File: src/rtl/load_average_priority_recompute_unit_assert.svh
// Assertion macros for the load average priority recompute unit.
`ifndef LOAD_AVERAGE_PRIORITY_RECOMPUTE_UNIT_ASSERT_SVH
`define LOAD_AVERAGE_PRIORITY_RECOMPUTE_UNIT_ASSERT_SVH
`ifndef SYNTHESIS
`define LAPR_ASSERT_IMP(label, clk, rst, a, c) \
  label: assert property (@(posedge clk) disable iff (rst) (a) |-> (c)) \
    else $error("%m: same-cycle check failed");
`define LAPR_ASSERT_NXT(label, clk, rst, a, c) \
  label: assert property (@(posedge clk) disable iff (rst) (a) |=> (c)) \
    else $error("%m: next-cycle check failed");
`else
`define LAPR_ASSERT_IMP(label, clk, rst, a, c)
`define LAPR_ASSERT_NXT(label, clk, rst, a, c)
`endif
`endif

File: src/rtl/lapr_pkg.sv
// ----------------------------------------------------------------------------
// lapr_pkg
// Types and constants for the load average priority recompute unit.
// ----------------------------------------------------------------------------
`default_nettype none
package lapr_pkg;
  localparam logic OP_SET  = 1'b0;
  localparam logic OP_TICK = 1'b1;
  localparam logic [7:0] BASE_QUANTUM_RESET = 8'd10;
  localparam logic [6:0] PRIO_MAX = 7'd127;

  typedef enum logic [2:0] {
    ST_IDLE,
    ST_COUNT,
    ST_AVG,
    ST_LOAD,
    ST_DIV,
    ST_EMIT
  } state_t;
endpackage
`default_nettype wire

File: src/rtl/load_average_priority_recompute_unit.sv
// ----------------------------------------------------------------------------
// load_average_priority_recompute_unit
// Slot table with windowed load average and decay-usage priority recompute.
// ----------------------------------------------------------------------------
// Usage:
//   Input channel (valid/stall): operation 0 writes one slot entry. Operation
//   1 is a tick: ready slots 1..NUM_SLOTS-1 are counted one slot per
//   cycle, the count enters the load window, and the average is found with
//   a shared restoring divider (one quotient bit per cycle). Then each slot
//   1..NUM_SLOTS-1 gets one record: a load step, the divider steps for
//   usage*avg/(2*avg+1), and an emit step that presents the record.
//   Output channel (valid/stall): one record is held in the output register;
//   while stall is high the sequencer waits and the record does not change.
//   in_stall is high while a tick is in progress.
//   Config channel (valid/ready): base_quantum, always ready, write it idle.
//   Reset (rst, synchronous): table, window and base_quantum (10) cleared.
// ----------------------------------------------------------------------------
`default_nettype none
`include "load_average_priority_recompute_unit_assert.svh"
module load_average_priority_recompute_unit #(
  parameter int NUM_SLOTS  = 16,
  parameter int WINDOW_LEN = 60
) (
  input  wire        clk,
  input  wire        rst,
  input  wire        in_valid,
  output logic       in_stall,
  input  wire        operation,
  input  wire  [3:0] slot,
  input  wire        ready_req,
  input  wire  [6:0] base_priority,
  input  wire signed [5:0] external_priority,
  output logic       out_valid,
  input  wire        out_stall,
  output logic [3:0] out_slot,
  output logic [6:0] priority_res,
  output logic [7:0] recent_usage,
  output logic [8:0] quantum,
  output logic       requeue,
  output logic [3:0] load_average,
  output logic       last,
  input  wire        cfg_valid,
  output logic       cfg_ready,
  input  wire  [7:0] cfg_data
);
  import lapr_pkg::*;

  localparam int SW = (NUM_SLOTS > 1) ? $clog2(NUM_SLOTS) : 1;
  localparam int WW = (WINDOW_LEN > 1) ? $clog2(WINDOW_LEN) : 1;
  localparam int FW = $clog2(WINDOW_LEN + 1);
  localparam int TW = $clog2(15 * WINDOW_LEN + 1);
  localparam int DW = 16;  // shared divider dividend width
  localparam int CW = 5;   // divider step counter

  // slot table
  logic       slot_ready  [NUM_SLOTS];
  logic [6:0] slot_bprio  [NUM_SLOTS];
  logic [5:0] slot_ext    [NUM_SLOTS];
  logic [7:0] slot_usage  [NUM_SLOTS];
  // load window memory, valid by fill count
  logic [3:0] load_history [WINDOW_LEN];
  logic [TW-1:0] window_total;
  logic [WW-1:0] window_position;
  logic [FW-1:0] samples_filled;

  logic [7:0] base_quantum;
  state_t state, state_next;
  logic [SW-1:0] idx;
  logic [3:0] load_cnt;
  logic [3:0] old_sample;
  logic [3:0] avg;
  // divider
  logic [DW-1:0] dvd;
  logic [DW-1:0] rem;
  logic [DW-1:0] dvs;
  logic [CW-1:0] step;
  logic          div_avg;  // dividing for the average rather than a slot

  logic accept_in, out_done;
  logic [DW:0] rem_shift;
  logic [DW:0] rem_trial;
  logic [TW-1:0] total_new;

  assign cfg_ready = 1'b1;
  assign accept_in = in_valid && !in_stall;
  assign out_done  = out_valid && !out_stall;
  assign in_stall  = (state != ST_IDLE);
  assign rem_shift = {rem, dvd[DW-1]};
  assign rem_trial = rem_shift - {1'b0, dvs};
  assign total_new = window_total - TW'(old_sample) + TW'(load_cnt);

  // sequencer next state
  always_comb begin
    state_next = state;
    unique case (state)
      ST_IDLE:  if (accept_in && operation == OP_TICK) state_next = ST_COUNT;
      ST_COUNT: if (idx == SW'(NUM_SLOTS - 1)) state_next = ST_AVG;
      ST_AVG:   state_next = ST_DIV;
      ST_LOAD:  state_next = ST_DIV;
      ST_DIV:   if (step == CW'(DW - 1)) state_next = div_avg ? ST_LOAD : ST_EMIT;
      ST_EMIT: begin
        if (out_done) state_next = last ? ST_IDLE : ST_LOAD;
      end
      default:  state_next = ST_IDLE;
    endcase
  end

  always_ff @(posedge clk) begin
    if (rst) state <= ST_IDLE;
    else state <= state_next;
  end

  // datapath and control registers
  always_ff @(posedge clk) begin
    logic signed [9:0] r;
    logic signed [9:0] p;
    logic [7:0] rc;
    if (rst) begin
      base_quantum <= BASE_QUANTUM_RESET;
      window_total <= '0;
      window_position <= '0;
      samples_filled <= '0;
      out_valid <= 1'b0;
      for (int i = 0; i < NUM_SLOTS; i++) begin
        slot_ready[i] <= 1'b0;
        slot_bprio[i] <= '0;
        slot_ext[i]   <= '0;
        slot_usage[i] <= '0;
      end
    end else begin
      if (cfg_valid && cfg_ready) base_quantum <= cfg_data;
      if (out_done) out_valid <= 1'b0;
      unique case (state)
        ST_IDLE: begin
          idx <= SW'(1);
          load_cnt <= '0;
          if (accept_in && operation == OP_SET && 32'(slot) < NUM_SLOTS) begin
            slot_ready[SW'(slot)] <= ready_req;
            slot_bprio[SW'(slot)] <= base_priority;
            slot_ext[SW'(slot)]   <= external_priority;
          end
        end
        ST_COUNT: begin
          if (slot_ready[idx] && load_cnt != 4'd15) load_cnt <= load_cnt + 4'd1;
          idx <= idx + SW'(1);
          old_sample <= (32'(samples_filled) == WINDOW_LEN) ?
                        load_history[window_position] : 4'd0;
        end
        ST_AVG: begin
          load_history[window_position] <= load_cnt;
          window_total <= total_new;
          window_position <= (32'(window_position) == WINDOW_LEN - 1) ? '0
                             : window_position + WW'(1);
          dvd <= DW'(total_new);
          dvs <= (32'(samples_filled) < WINDOW_LEN) ? DW'(samples_filled) + DW'(1)
                                                    : DW'(samples_filled);
          if (32'(samples_filled) < WINDOW_LEN) samples_filled <= samples_filled + FW'(1);
          rem <= '0;
          step <= '0;
          div_avg <= 1'b1;
          idx <= SW'(1);
        end
        ST_LOAD: begin
          dvd <= DW'(avg) * DW'(slot_usage[idx]);
          dvs <= DW'({avg, 1'b1});
          rem <= '0;
          step <= '0;
          div_avg <= 1'b0;
        end
        ST_DIV: begin
          // one restoring quotient bit per cycle
          if (!rem_trial[DW]) begin
            rem <= rem_trial[DW-1:0];
            dvd <= {dvd[DW-2:0], 1'b1};
          end else begin
            rem <= rem_shift[DW-1:0];
            dvd <= {dvd[DW-2:0], 1'b0};
          end
          step <= step + CW'(1);
          if (step == CW'(DW - 1) && div_avg) begin
            avg <= (({dvd[DW-2:0], !rem_trial[DW]}) > DW'(15)) ? 4'd15
                   : {dvd[2:0], !rem_trial[DW]};
          end
          if (step == CW'(DW - 1) && !div_avg) begin
            r = 10'($signed({1'b0, dvd[7:0], !rem_trial[DW]}))
                + 10'($signed(slot_ext[idx]));
            if (r < 0) rc = 8'd0;
            else if (r > 10'sd255) rc = 8'd255;
            else rc = r[7:0];
            p = 10'($signed({3'b0, slot_bprio[idx]})) + 10'($signed({slot_ext[idx], 1'b0}))
                + 10'($signed({2'b0, rc}));
            slot_usage[idx] <= rc;
            out_slot <= 4'(idx);
            recent_usage <= rc;
            quantum <= 9'(base_quantum) + 9'(rc);
            requeue <= slot_ready[idx];
            load_average <= avg;
            last <= (idx == SW'(NUM_SLOTS - 1));
            if (p < 0) priority_res <= '0;
            else if (p > 10'sd127) priority_res <= PRIO_MAX;
            else priority_res <= p[6:0];
            out_valid <= 1'b1;
          end
        end
        ST_EMIT: begin
          if (out_done) idx <= idx + SW'(1);
        end
        default: ;
      endcase
    end
  end

  `LAPR_ASSERT_IMP(a_no_accept_busy, clk, rst, state != ST_IDLE, in_stall)
  `LAPR_ASSERT_IMP(a_valid_in_emit, clk, rst, out_valid, state == ST_EMIT)
  `LAPR_ASSERT_NXT(a_last_idle, clk, rst, out_done && last, state == ST_IDLE)
  `LAPR_ASSERT_IMP(a_avg_div_nz, clk, rst, state == ST_DIV, dvs != '0)
endmodule
`default_nettype wire
File: config.mk
export PLATFORM = sky130hd
export DESIGN_NAME = load_average_priority_recompute_unit
export DESIGN_NICKNAME = d
export VERILOG_FILES = /design/src/rtl/lapr_pkg.sv /design/src/rtl/load_average_priority_recompute_unit.sv
export VERILOG_INCLUDE_DIRS = /design/src /design/src/rtl
export SDC_FILE = /design/constraint.sdc
export NUM_CORES = 1
export LEC_CHECK = 0
export BUFFER_PORTS_ARGS = -buffer_cell sky130_fd_sc_hd__buf_4
export CAP_MARGIN = 30
export CORE_MARGIN = 1
export CORE_UTILIZATION = 40
export CTS_CLUSTER_DIAMETER = 50
export DETAILED_ROUTE_END_ITERATION = 6
export PLACE_DENSITY = 0.61
export SYNTH_ARGS = -nofsm -noshare
export SYNTH_HDL_FRONTEND = slang
export SYNTH_SLANG_ARGS = --single-unit
File: constraint.sdc
create_clock -name clk -period 10.35 [get_ports clk]
set_clock_uncertainty 0.05 [all_clocks]
set_input_delay 1.035 -clock clk [delete_from_list [all_inputs] [get_ports clk]]
set_output_delay 1.035 -clock clk [all_outputs]
set_load 0.03 [all_outputs]
## After elaboration in Yosys (flattened, before gate mapping)

Memory sizes are Yosys's and may differ from the RTL's. A register that Yosys moved wholly into a read port is not among the register bits.
Index checks and enable logic that the tools add are counted.

- Bits in registers: 134
- RAM bits: 592
- Input port bits: 32
- Logic and storage cells: 156
- Memories kept: 5

- Add/subtract/negate cells: 13
- Multipliers: 1
- Magnitude comparators: 6
- Eq/ne operators: 15
- Multiplexer cells: 58
- Bitwise operators: 2
- Reductions and logical operators: 35

Memory list:

| memory | depth | bits a word | read ports | clocked after memory_dff | wr ports | line | RTL |
|---|---|---|---|---|---|---|---|
| load_history | 60 | 4 | 1 | 1 | 1 | load_average_priority_recompute_unit.sv:61 | `logic [3:0] load_history [WINDOW_LEN];` |
| slot_usage | 16 | 8 | 1 | 1 | 16 | load_average_priority_recompute_unit.sv:59 | `logic [7:0] slot_usage [NUM_SLOTS];` |
| slot_bprio | 16 | 7 | 1 | 1 | 16 | load_average_priority_recompute_unit.sv:57 | `logic [6:0] slot_bprio [NUM_SLOTS];` |
| slot_ext | 16 | 6 | 1 | 1 | 16 | load_average_priority_recompute_unit.sv:58 | `logic [5:0] slot_ext [NUM_SLOTS];` |
| slot_ready | 16 | 1 | 1 | 1 | 16 | load_average_priority_recompute_unit.sv:56 | `logic slot_ready [NUM_SLOTS];` |

Operators with widths:

| operator | number |
|---|---|
| case mux 16 bit (2 select lines) | 2 |
| 2-to-1 mux 8 bit | 6 |
| case mux 16 bit (3 select lines) | 1 |
| 2-to-1 mux 4 bit | 10 |
| 2-to-1 mux 1 bit | 22 |
| 2-to-1 mux 7 bit | 3 |
| < comparator 10 x 1 -> 1 bit (second input constant) | 2 |
| subtractor 17 x 16 -> 17 bit | 1 |
| > comparator 16 x 4 -> 1 bit (second input constant) | 1 |
| 2-to-1 mux 16 bit | 1 |
| 2-to-1 mux 3 bit | 5 |
| case mux 3 bit (5 select lines) | 1 |
| adder 6 x 1 -> 6 bit (second input constant) | 2 |
| equality test 6 bit (second input constant) | 2 |
| multiplier 4 x 8 -> 12 bit | 1 |
| 2-to-1 mux 6 bit | 2 |
| case mux 4 bit (3 select lines) | 1 |
| AND reduction 3 bit | 4 |
| adder 10 x 4 -> 10 bit | 1 |
| adder 10 x 6 -> 10 bit | 1 |
| adder 9 x 9 -> 10 bit | 1 |
| > comparator 10 x 8 -> 1 bit (second input constant) | 1 |
| > comparator 10 x 9 -> 1 bit (second input constant) | 1 |
| != test 2 bit (second input constant) | 5 |
| other kinds (30) | 53 |

## Logic depth before layout (Yosys ltp)

- Depth in word-level cells: 12
- Gate-level depth with buffers: 32

## Worst setup path before layout

No wires, ideal clock.

- Path kind: register to register
- Start: register with a tool-made name
- End: register priority_res[3], data pin
- Setup time: 0.254 ns
- Arrival time: 6.986 ns
- Required time: 10.046 ns
- Path slack: 3.059 ns
- Stages on the path, launching flop included: 26
- Buffers on the path: 5
- Cell sequence: dfxtp_1 -> buf_4 -> buf_2 -> buf_2 -> buf_1 -> mux4_2 -> mux4_2 -> ha_1 -> and4_1 -> and2_1 -> a221oi_1 -> xor2_1 -> o21ai_1 -> clkbuf_1 -> inv_1 -> fa_1 -> fa_1 -> a21o_1 -> a21oi_1 -> nor2b_1 -> o21a_1 -> nor2_1 -> nor2_1 -> o31a_1 -> o22a_1 -> o21a_1

RTL lines:

| item | line | RTL |
|---|---|---|
| end signal, assigned | load_average_priority_recompute_unit.sv:201 | `else priority_res <= p[6:0];` |
| end, declared | load_average_priority_recompute_unit.sv:36 | `output logic [6:0] priority_res,` |

==> out/qor.yml <==
synthesis:
  muxShareOfSynthArea_pct: 11.22
  yosys.area_share.simple_pct: 11.95
  synth-edff-count: 687
  synth-compound-area-share_pct: 5.230
  synth-seq-area-share_pct: 63.73
  syn_inst: 2375
  ys.flop_type: "edfxtp_1"
  synth_top_family_by_area: "simple AND/OR/NAND/NOR gates"
  synth_xor_area_share_pct: 1.331
  synth_seq_cells: 725
  syn_area_mm2: 0.03357
  yosysWarningCount: 0
  async_flop_share_pct: 0
  synth_fp_nets: 2502
  synthAdderAreaFrac_pct: 4.078
  avgSynthCellArea_um2: 14.13
  synth_cell_types: 69
worst_setup_path:
  startpoint_type: "flop"
  reg2reg_depth: 22
  critPathSlowestCell: "dfxtp_4"
  crit_required_ns: 10.69
  end_kind: "flop"
  crit_top_cell: "ha_1"
  worstPathArrival_ns: 8.01
  worstSetupPathType: "reg2reg"
  cp_top_family: "compound AO/OA/AOI/OAI gates"
  cpPeakStageDelay_ns: 0.92
  cp.depth: 22
  path_cells: "buf_4 -> mux4_2 -> mux4_2 -> ha_1 -> and4_1 -> and2_1 -> a221oi_1 -> xor2_1 -> o21ai_2 -> xnor2_1 -> ha_1 -> ha_1 -> fa_1 -> a21o_1 -> a21oi_1 -> nor2b_1 -> o21a_1 -> nor2_1 -> nor2_1 -> o31a_1 -> o22a_1 -> o21a_1"
  worstPathMaxFanout: 41
  path_buf_inv: 1
sta:
  finalCritPeriodShare_pct: 74.04
  tightest_slew_ns: 1.056
  tns_ns: 0
  final-setup-viol-count: 0
  max_freq_mhz: 130.5
  relSlewSlack_pct: 29.53
  rsz0062_at_grt: "no"
  hold_viol: 0
  fin_crit_ns: 7.663
  fin_ws_ns: 2.687
  drv_slew: 0
pwr:
  leakage_uw: 0.01353
  peakVddDrop_uv: 147.6
  cellPowerDensity_mw_per_mm2: 221.0
cts:
  clkSinkCount: 725
  clockBufferDepth: 3
  numCtsBuffers: 90
  ctsResizeCount: 0
  clock_tree.root_cell: "clkbuf_16"
  insertion_delay_ns: 0.65
  postCtsSetupRepairBufs: 0
  holdBufCountCts: 0
  cts.clk_slew.worst_paths_ns: 0.06
  htreeDepth: 3
  cts_tree: "done"
grt:
  antenna_found_initial: 1
  track_usage_pct: 20.39
  overflow: 0
  grt_pass1_wl_um: 129700
  grt_pass1_vias: 20490
  grt_max_degree: 65
drt:
  drc: 0
  vias: 20270
  routedWlPerCell_um: 23.94
  viasPerCell: 5.622
  drt_iter0_drc: 2069
  ant_nets: 0
  drt-total-wl_um: 86320
  drt-pass1-iter-count: 5
placed_design:
  io_buffers: 67
  hpwl_um: 57370
  place_inst: 3435
  gp_congestion: 0.8411
  dpl-instance-area_mm2: 0.03544
  pre_cts_slack_ns: 2.680
min_path:
  whs_path_depth: 2
  hp-class: "reg2reg"
  holdCritStartpoint: "window_total[0]"
cells_and_area:
  drive_above_1_share_pct: 18.24
  synthToLayoutAreaGrowth_pct: 14.36
  nFillCells: 7188
  final_area_mm2: 0.03839
  stdcell_count: 3605
  finalNetCount: 2585
floorplan:
  initial_core_util_pct: 40.68
  io_pins: 69
  die_h_um: 291.7
  std_cell_rows: 105
  dieWidth_um: 291.7
  dieArea_mm2: 0.08508
  coreArea_mm2: 0.08250
outcome:
  outcome: "completed"
flow_run:
  cap_violations: 0
where the power goes:
| part | switching (µW) | internal, µW |
|---|---|---|
| sequential | 64.8 | 3340 |
| clock | 1280 | 1760 |
| combinational | 1260 | 776 |
metal layers:
layer | global-route usage, % | up-vias | part of all wire [%]
li1 | - | 9016 | -
met1 | 28.51 | 10310 | 43
met2 | 32.17 | 810 | 47
met3 | 3.935 | 137 | 7.8
met4 | 6.354 | 0 | 2.4
met5 | 0 | - | 0
sequential cells by signal (all words and copies together), names as in the netlist, 5 cells and up, named ones only:
name / flops
samples_filled: 6
rem: 16
slot_usage: 128
slot_ext: 96
quantum: 9
base_quantum: 8
slot_bprio: 112
window_position: 6
slot_ready: 16
dvs: 7
dvd: 16
priority_res: 7
step: 5
window_total: 10
load_history: 240
recent_usage: 8
Yosys cell counts, types with 14 or more instances:
cell type	n	area share [%]
ha_1	71	2.6
o21ai_1	15	0.22
nand2_1	113	1.3
nand2b_1	14	0.26
nor2_1	308	3.4
mux4_2	138	9.3
a21o_1	14	0.31
clkbuf_1	100	1.1
dfxtp_1	38	2.3
nor3_1	16	0.24
xnor2_1	26	0.68
mux2_2	22	0.74
nor2b_1	18	0.34
a22oi_1	22	0.49
and2_1	242	4.5
mux2i_1	41	1.2
nand3_1	44	0.66
inv_1	74	0.83
edfxtp_1	687	61
buf_1	23	0.26
o21ai_0	58	0.86
xor2_1	25	0.65
a21oi_1	70	1.0
fa_1	24	1.4
path summary, 6_finish.rpt:
check	to	slack, ns
setup / recovery	priority_res[5]	2.69
hold / removal	window_total[0]	0.42
setup reg to reg	priority_res[5]	2.69
hold reg to reg	window_total[0]	0.42
worst min-delay path: cells and delay by family (launching register included):
family	cells	cell delay, ns
simple gates	1	0.05
compound gates	1	0.05
flops	1	0.31
cell families (layout without fill, tap and decap cells):
logic type / after synthesis / in the layout
flops: 725 / 725
compound gates: 276 / 276
xor+xnor: 51 / 51
fa+ha+maj: 95 / 95
buf+inv: 210 / 368
simple gates: 815 / 815
mux: 201 / 201
other cells: 2 / 4
cell type report:
class | count | area [µm²] | area share, %
inverter | 76 | 285.3 | 0.7432
tap | 1070 | 1339 | 3.488
clock inverter | 60 | 599.3 | 1.561
antenna | 2 | 5.005 | 0.01304
sequential | 725 | 21410 | 55.77
clock buffer | 107 | 2326 | 6.060
multi-input combinational | 1440 | 11420 | 29.76
timing repair buffer | 125 | 998.5 | 2.601
stage by stage:
step                hold WS (ns)  utilization, %  total power (µW)
floorplan                 0.3744               -              4836
global placement          0.3989           42.81              5414
detailed placement        0.4060           42.96              5483
CTS                       0.4133           46.50              8523
global route              0.4348           46.52              8842
finish                    0.4155           46.53              8483
cells in the final DEF (no fill, tap or decap), types with 8 or more instances in the layout:
cell / count
mux4_2: 138
dfxtp_1: 32
buf_4: 116
or2_2: 8
ha_1: 71
nor2_1: 305
and3_1: 12
a21o_1: 14
and2_1: 242
clkinv_1: 17
or3_1: 9
nand3_1: 44
nand4_1: 8
o21a_1: 13
o21ai_2: 11
fa_1: 24
nand2b_1: 14
clkinv_2: 11
a21oi_1: 69
a31oi_1: 8
inv_1: 73
mux2_2: 22
xor2_1: 25
o21ai_1: 17
xnor2_1: 26
nor2b_1: 18
clkbuf_1: 16
nor4_1: 8
a22oi_1: 22
clkinvlp_4: 10
o22ai_1: 10
o21ai_0: 46
nand2_1: 113
clkbuf_16: 90
nor3_1: 15
edfxtp_1: 687
mux2i_1: 41
Power figures use the tool's default switching activity.
